<file path="config.mk">
export PLATFORM = sky130hd
export DESIGN_NAME = utf8_style_uint_decoder
export DESIGN_NICKNAME = d
export VERILOG_FILES = /design/src/sv/u8dec_pkg.sv /design/src/sv/u8dec_core.sv /design/src/sv/utf8_style_uint_decoder.sv
export SDC_FILE = /design/constraint.sdc
export NUM_CORES = 1
export LEC_CHECK = 0
export BUFFER_PORTS_ARGS = -buffer_cell sky130_fd_sc_hd__buf_4
export CORE_ASPECT_RATIO = 1.4
export CORE_MARGIN = 3
export CORE_UTILIZATION = 57
export DETAILED_ROUTE_END_ITERATION = 8
export PLACE_DENSITY = 0.83
export SLEW_MARGIN = 20
export SYNTH_ARGS = -nofsm -noshare
export SYNTH_HDL_FRONTEND = slang
export SYNTH_SLANG_ARGS = --single-unit
</file>
<file path="constraint.sdc">
create_clock -name clk -period 2.6 [get_ports clk]
set_input_delay 0 -clock clk [delete_from_list [all_inputs] [get_ports clk]]
set_output_delay 0 -clock clk [all_outputs]
set_load 0.005 [all_outputs]
</file>
<file path="src/sv/u8dec_pkg.sv">
package u8dec_pkg;

  localparam int unsigned ByteW  = 8;
  localparam int unsigned ValueW = 21;
  localparam int unsigned StatW  = 2;
  localparam int unsigned LeftW  = 2;

  // Result status codes.
  localparam logic [StatW-1:0] ST_OK       = 2'd0;
  localparam logic [StatW-1:0] ST_BAD_LEAD = 2'd1;
  localparam logic [StatW-1:0] ST_BAD_CONT = 2'd2;
  localparam logic [StatW-1:0] ST_TRUNC    = 2'd3;

  // Depth of the result buffer: two entries of a circular queue.
  localparam int unsigned OutDepth = 2;

  typedef struct packed {
    logic [ByteW-1:0] data_byte;
    logic             end_of_data;
  } in_beat_t;

  typedef struct packed {
    logic [ValueW-1:0] value;
    logic [StatW-1:0]  status;
  } out_beat_t;

endpackage

</file>
<file path="src/sv/u8dec_core.sv">
// Sequence decoder: holds the partial value between bytes and produces at
// most one result for each byte it is given.
module u8dec_core (
  input  logic                 clk,
  input  logic                 rst_n,
  input  logic                 step,
  input  u8dec_pkg::in_beat_t  byte_in,
  output logic                 res_valid,
  output u8dec_pkg::out_beat_t res
);

  logic [u8dec_pkg::LeftW-1:0]  left_r, left_nxt;
  logic [u8dec_pkg::ValueW-1:0] acc_r, acc_nxt;
  logic                         cerr_r, cerr_nxt;

  logic [u8dec_pkg::ByteW-1:0]  x;
  logic                         last;
  logic [u8dec_pkg::ValueW-1:0] acc_shift;
  logic                         cerr_upd;
  logic [u8dec_pkg::LeftW-1:0]  left_dec;

  assign x         = byte_in.data_byte;
  assign last      = byte_in.end_of_data;
  assign acc_shift = {acc_r[u8dec_pkg::ValueW-7:0], x[5:0]};
  assign cerr_upd  = cerr_r | (x[7:6] != 2'b10);
  assign left_dec  = left_r - 2'd1;

  always_comb begin
    left_nxt   = left_r;
    acc_nxt    = acc_r;
    cerr_nxt   = cerr_r;
    res_valid  = 1'b0;
    res.value  = '0;
    res.status = u8dec_pkg::ST_OK;
    if (left_r == '0) begin
      if (!x[7]) begin
        res_valid = 1'b1;
        res.value = u8dec_pkg::ValueW'(x);
      end else if (x inside {[8'hC0:8'hF7]}) begin
        cerr_nxt = 1'b0;
        if (x inside {[8'hC0:8'hDF]}) begin
          acc_nxt  = u8dec_pkg::ValueW'(x[4:0]);
          left_nxt = 2'd1;
        end else if (x inside {[8'hE0:8'hEF]}) begin
          acc_nxt  = u8dec_pkg::ValueW'(x[3:0]);
          left_nxt = 2'd2;
        end else begin
          acc_nxt  = u8dec_pkg::ValueW'(x[2:0]);
          left_nxt = 2'd3;
        end
        if (last) begin
          left_nxt   = '0;
          acc_nxt    = '0;
          cerr_nxt   = 1'b0;
          res_valid  = 1'b1;
          res.status = u8dec_pkg::ST_TRUNC;
        end
      end else begin
        // A stray continuation byte or a 11111xxx byte cannot open a sequence.
        acc_nxt    = '0;
        cerr_nxt   = 1'b0;
        res_valid  = 1'b1;
        res.status = u8dec_pkg::ST_BAD_LEAD;
      end
    end else begin
      left_nxt = left_dec;
      acc_nxt  = acc_shift;
      cerr_nxt = cerr_upd;
      if (left_dec == '0) begin
        acc_nxt   = '0;
        cerr_nxt  = 1'b0;
        res_valid = 1'b1;
        if (cerr_upd) begin
          res.status = u8dec_pkg::ST_BAD_CONT;
        end else begin
          res.value = acc_shift;
        end
      end else if (last) begin
        left_nxt   = '0;
        acc_nxt    = '0;
        cerr_nxt   = 1'b0;
        res_valid  = 1'b1;
        res.status = u8dec_pkg::ST_TRUNC;
      end
    end
  end

  always_ff @(posedge clk) begin
    if (!rst_n) begin
      left_r <= '0;
      acc_r  <= '0;
      cerr_r <= 1'b0;
    end else if (step) begin
      left_r <= left_nxt;
      acc_r  <= acc_nxt;
      cerr_r <= cerr_nxt;
    end
  end

endmodule

</file>
<file path="src/sv/utf8_style_uint_decoder.sv">
// Channel   Direction  Payload                          Handshake
// in_       input      data_byte[7:0], end_of_data      in_valid / in_stall
// out_      output     value[20:0], status[1:0]         out_valid / out_stall
//
// Each byte lands in the input register, is decoded from there and its
// result (if any) is written to the result buffer once the buffer has room.
// The sustained rate is one byte per clock while the result buffer has room,
// set by the single decode step between the two registers.
// Reset (rst_n low, synchronous) empties both stages and returns the decoder
// to expecting a lead byte.
// A stalled output is absorbed by a two-entry result buffer; in_stall rises
// only when the input register holds a byte and the buffer has no room.
module utf8_style_uint_decoder (
  input  logic                 clk,
  input  logic                 rst_n,
  input  logic                 in_valid,
  output logic                 in_stall,
  input  u8dec_pkg::in_beat_t  in_data,
  output logic                 out_valid,
  input  logic                 out_stall,
  output u8dec_pkg::out_beat_t out_data
);

  localparam int unsigned CntW = $clog2(u8dec_pkg::OutDepth + 1);
  localparam int unsigned PtrW = $clog2(u8dec_pkg::OutDepth);

  // Input register.
  logic                s1_valid_r, s1_valid_nxt;
  u8dec_pkg::in_beat_t s1_data_r;

  // Result buffer: a small circular queue.
  u8dec_pkg::out_beat_t buf_r [u8dec_pkg::OutDepth];
  logic [CntW-1:0]      cnt_r, cnt_nxt;
  logic [PtrW-1:0]      wr_ptr_r, rd_ptr_r;

  logic                 in_take;
  logic                 out_pop;
  logic                 room;
  logic                 s1_adv;
  logic                 res_valid;
  u8dec_pkg::out_beat_t res;
  logic                 push;

  assign out_valid = (cnt_r != '0);
  assign out_data  = buf_r[rd_ptr_r];
  assign out_pop   = out_valid && !out_stall;

  // The decoder advances only when its possible result has a slot waiting.
  assign room     = (cnt_r < CntW'(u8dec_pkg::OutDepth)) || out_pop;
  assign s1_adv   = s1_valid_r && room;
  assign in_stall = s1_valid_r && !room;
  assign in_take  = in_valid && !in_stall;
  assign push     = s1_adv && res_valid;

  u8dec_core u_core (
    .clk       (clk),
    .rst_n     (rst_n),
    .step      (s1_adv),
    .byte_in   (s1_data_r),
    .res_valid (res_valid),
    .res       (res)
  );

  always_comb begin
    s1_valid_nxt = s1_valid_r;
    if (in_take) begin
      s1_valid_nxt = 1'b1;
    end else if (s1_adv) begin
      s1_valid_nxt = 1'b0;
    end
  end

  always_comb begin
    cnt_nxt = cnt_r;
    if (push && !out_pop) begin
      cnt_nxt = cnt_r + CntW'(1);
    end else if (!push && out_pop) begin
      cnt_nxt = cnt_r - CntW'(1);
    end
  end

  always_ff @(posedge clk) begin
    if (!rst_n) begin
      s1_valid_r <= 1'b0;
      cnt_r      <= '0;
      wr_ptr_r   <= '0;
      rd_ptr_r   <= '0;
    end else begin
      s1_valid_r <= s1_valid_nxt;
      cnt_r      <= cnt_nxt;
      if (push) begin
        wr_ptr_r <= wr_ptr_r + PtrW'(1);
      end
      if (out_pop) begin
        rd_ptr_r <= rd_ptr_r + PtrW'(1);
      end
    end
  end

  always_ff @(posedge clk) begin
    if (in_take) begin
      s1_data_r <= in_data;
    end
    if (push) begin
      buf_r[wr_ptr_r] <= res;
    end
  end

endmodule
</file>
==> metrics <==
met3 WL=216 microns; slowest CP cell=or3_1; CTS tree=done; Async SR Flop Fraction=0%; synthesized cell area=between 3000 and 4000 sq um; cells along the critical path=inv_1 > ha_1 > or3_1 > o311ai_2 > inv_1 > ha_1 > or3_1 > a21boi_0; reg2reg path depth=8; Syn Inst Count=around 240; Power Density=775.5 nW/um^2; Core Area=5605 sq um; biggest cell delay along the critical path=0.41 ns; commonest cells after routing, fill and taps aside=55 x edfxtp_1, 43 x buf_4, 27 x and2_1, 24 x dfxtp_1, 23 x mux2_2; Clock Path Buffers=2; RSZ-0062 raised after global routing=no; clock sinks=79; leak pwr=around 0.0014 uW; Total Nets Final=311; die height=96.50 microns; Yosys reg bits=79; final setup margin=0.3186 ns; Setup Skew=0.007972 ns; P&R area growth vs syn=19.55%; Vias=2001; commonest non-fill, non-tap cell in the layout=edfxtp_1; startpoint types=flip-flop; yosys warns=0; Ant. Diodes=0; IO buf count=37; DR WL met2=3.115 mm; RePlAce Congestion=0.8497; First-pass DRT Iterations=4; kind of critical path=reg -> reg; main flop type after synthesis=edfxtp_1; crit-path max FO=7; multiplexer share of the synthesized area=8.068%; count of final setup violators=0; relative slew slack=~52%; antenna violations before repair=0; mean post-synth cell area=13.78 sq um; worst-margin pin slew=slightly above 0.7 ns; fmax=between 0.4 and 0.5 GHz; Clk Latency, worst-skew pair=0.35 ns; part of the cycle the worst path needs=87.75%; worst hold start=rst_n; DR top layer=met4; DP HPWL=3.628 mm; XOR/XNOR Fraction of Synth Area=0.7880%; worst hold-check path type=in -> reg; gr usage total=a little under a fifth; status=complete, no violations; M1 WL=approximately 2.2 mm; Max Cap Violations=0; Worst EP required=2.87 ns; worst hold slack=0.01973 ns; worst r2r src=u_core.left_r[1]$_SDFFE_PN0P_; final wirelength=5.642 mm; largest family of logic cells by synthesized area=simple AND/OR/NAND/NOR gates; full die area=6816 sq um; Vias/cell=~5.4; pin count of the biggest net entering global routing=30; sequential area share after synthesis=63.94%; layout cell share with drive strength beyond 1=33.67%; delay-heaviest family, CP=simple AND/OR/NAND/NOR gates; final hold vios=0; maximum vdd drop=0.4519 mV; clk slew on worst S/H paths=~0.070 ns; Worst Path Arrival=2.55 ns; wire per inst=about 15 microns; # Post-CTS Setup Buffers=0; Synth Area in Adders=1.126%; Detail Route Antenna Nets=0; fin crit period=2.281 ns; vias in the first global route=2007; setup_tns=0 ns; Initial Utilization=59.49%; GRT Residual Overflow=0; global-route wire length before repair=9.453 mm; clock root cell=clkbuf_8; Critical Path Sink Type=flip-flop; clock buffer count from CTS=9; IO Count=38; Setup Slack @ Placement=between 0.3 and 0.4 ns; R2R Setup Slk=0.32 ns; Worst Hold End=wr_ptr_r$_SDFFE_PN0N_; reg2reg end=cnt_r[1]$_SDFFE_PN0P_; synth unique cells=44; compound-cell area share of the yosys netlist=8.555%; Max Slew Vio Count=0; number of synthesized flops with an enable pin=55; DRC=0; WHS Path Cells=2; Simple-Gate Fraction of Synth Area=14.71%; row cnt=32; CP bufs+invs=2; htree depth=3; syn nets=258; Detailed Route Iter0 Violations=between 90 and 100; Die X-Extent=70.64 microns; Fill cells=roughly 380
[cell usage after synthesis (all sizes together) (4+ instances only)]
master   n  area share, %
edfxtp  55             50
and2    27            5.1
dfxtp   24             14
mux2    23            7.8
nand3   18            3.6
nand2   15            1.7
a21boi  12            3.7
buf      9            1.9
o21ai    8            1.3
inv      6           0.68
a21oi    4           0.60
nand2b   4           0.75
nor2     4           0.45
[logic make-up (layout without fill, tap and decap cells)]
family,after synthesis,after routing
and+or+nand+nor,81,81
DFF,79,79
AOI/OAI and AO/OA,35,35
muxes,24,24
buffers and inverters,17,75
adders and majority gates,3,3
xor gates and xnor gates,3,3
[worst reg2reg max path, cell delays in order (launching register included)]
cell and delay (ns):
dfxtp_1 0.34, inv_1 0.07, ha_1 0.26, or3_1 0.41, o311ai_2 0.12, inv_1 0.11, ha_1 0.33, or3_1 0.39
a21boi_0 0.19
[metal layers]
layer / vias up / global-route usage (%)
met5: - / 0
met4: 0 / 9.404
met3: 11 / 4.348
met2: 47 / 33.44
met1: 959 / 19.96
li1: 984 / -
[metrics by stage]
stage	utilization (%)	std cells	area, sq um	power [uW]
floorplan	-	242	3334	1894
global placement	65.54	342	3674	2135
detailed placement	65.54	342	3674	2149
CTS	71.12	368	3986	3111
global route	71.12	368	3986	3237
finish	71.12	368	3986	3091
[timing repair]
item                                   4_1_cts  5_1_grt
endpoints found under the hold margin       10        0
hold buffers                                10        0
resized for setup                            0        0
[registers in the layout, indices dropped and copies added (netlist names), named ones only]
name / cells
wr_ptr_r: 1
u_core.acc_r: 15
u_core.left_r: 2
buf_r: 46
u_core.cerr_r: 1
rd_ptr_r: 1
cnt_r: 2
s1_data_r: 9
s1_valid_r: 1
[layout make-up]
| type | instances | area [sq um] | share of cell area, % |
|---|---|---|---|
| sequential | 79 | 2132 | 53.48 |
| multi-input combinational | 146 | 1111 | 27.87 |
| timing repair buffer | 53 | 422.9 | 10.61 |
| clock buffer | 10 | 127.6 | 3.201 |
| clock inverter | 6 | 85.08 | 2.134 |
| tap | 68 | 85.08 | 2.134 |
| inverter | 6 | 22.52 | 0.5650 |
[where the power goes]
group | leakage, uW | total (uW) | switching (uW) | internal [uW]
clock network | 0.000104 | 961 | 424 | 537
logic | 0.000627 | 647 | 283 | 363
registers | 0.000712 | 1480 | 46.2 | 1440
total | 0.00144 | 3090 | 753 | 2340
[how the worst max path moves through the flow]
stage	cells past startpoint	startpoint	end	slack (ns)
2_1_floorplan	5	u_core.left_r[1]$_SDFFE_PN0P_	buf_r[0][0]$_DFFE_PP_	0.30
3_3_place_gp	8	u_core.left_r[1]$_SDFFE_PN0P_	cnt_r[1]$_SDFFE_PN0P_	0.49
3_5_place_dp	8	u_core.left_r[1]$_SDFFE_PN0P_	cnt_r[1]$_SDFFE_PN0P_	0.34
4_1_cts	8	u_core.left_r[1]$_SDFFE_PN0P_	cnt_r[1]$_SDFFE_PN0P_	0.32
5_1_grt	8	u_core.left_r[1]$_SDFFE_PN0P_	cnt_r[1]$_SDFFE_PN0P_	0.17
6_report	8	u_core.left_r[1]$_SDFFE_PN0P_	cnt_r[1]$_SDFFE_PN0P_	0.32
Power figures use the tool's default switching activity.
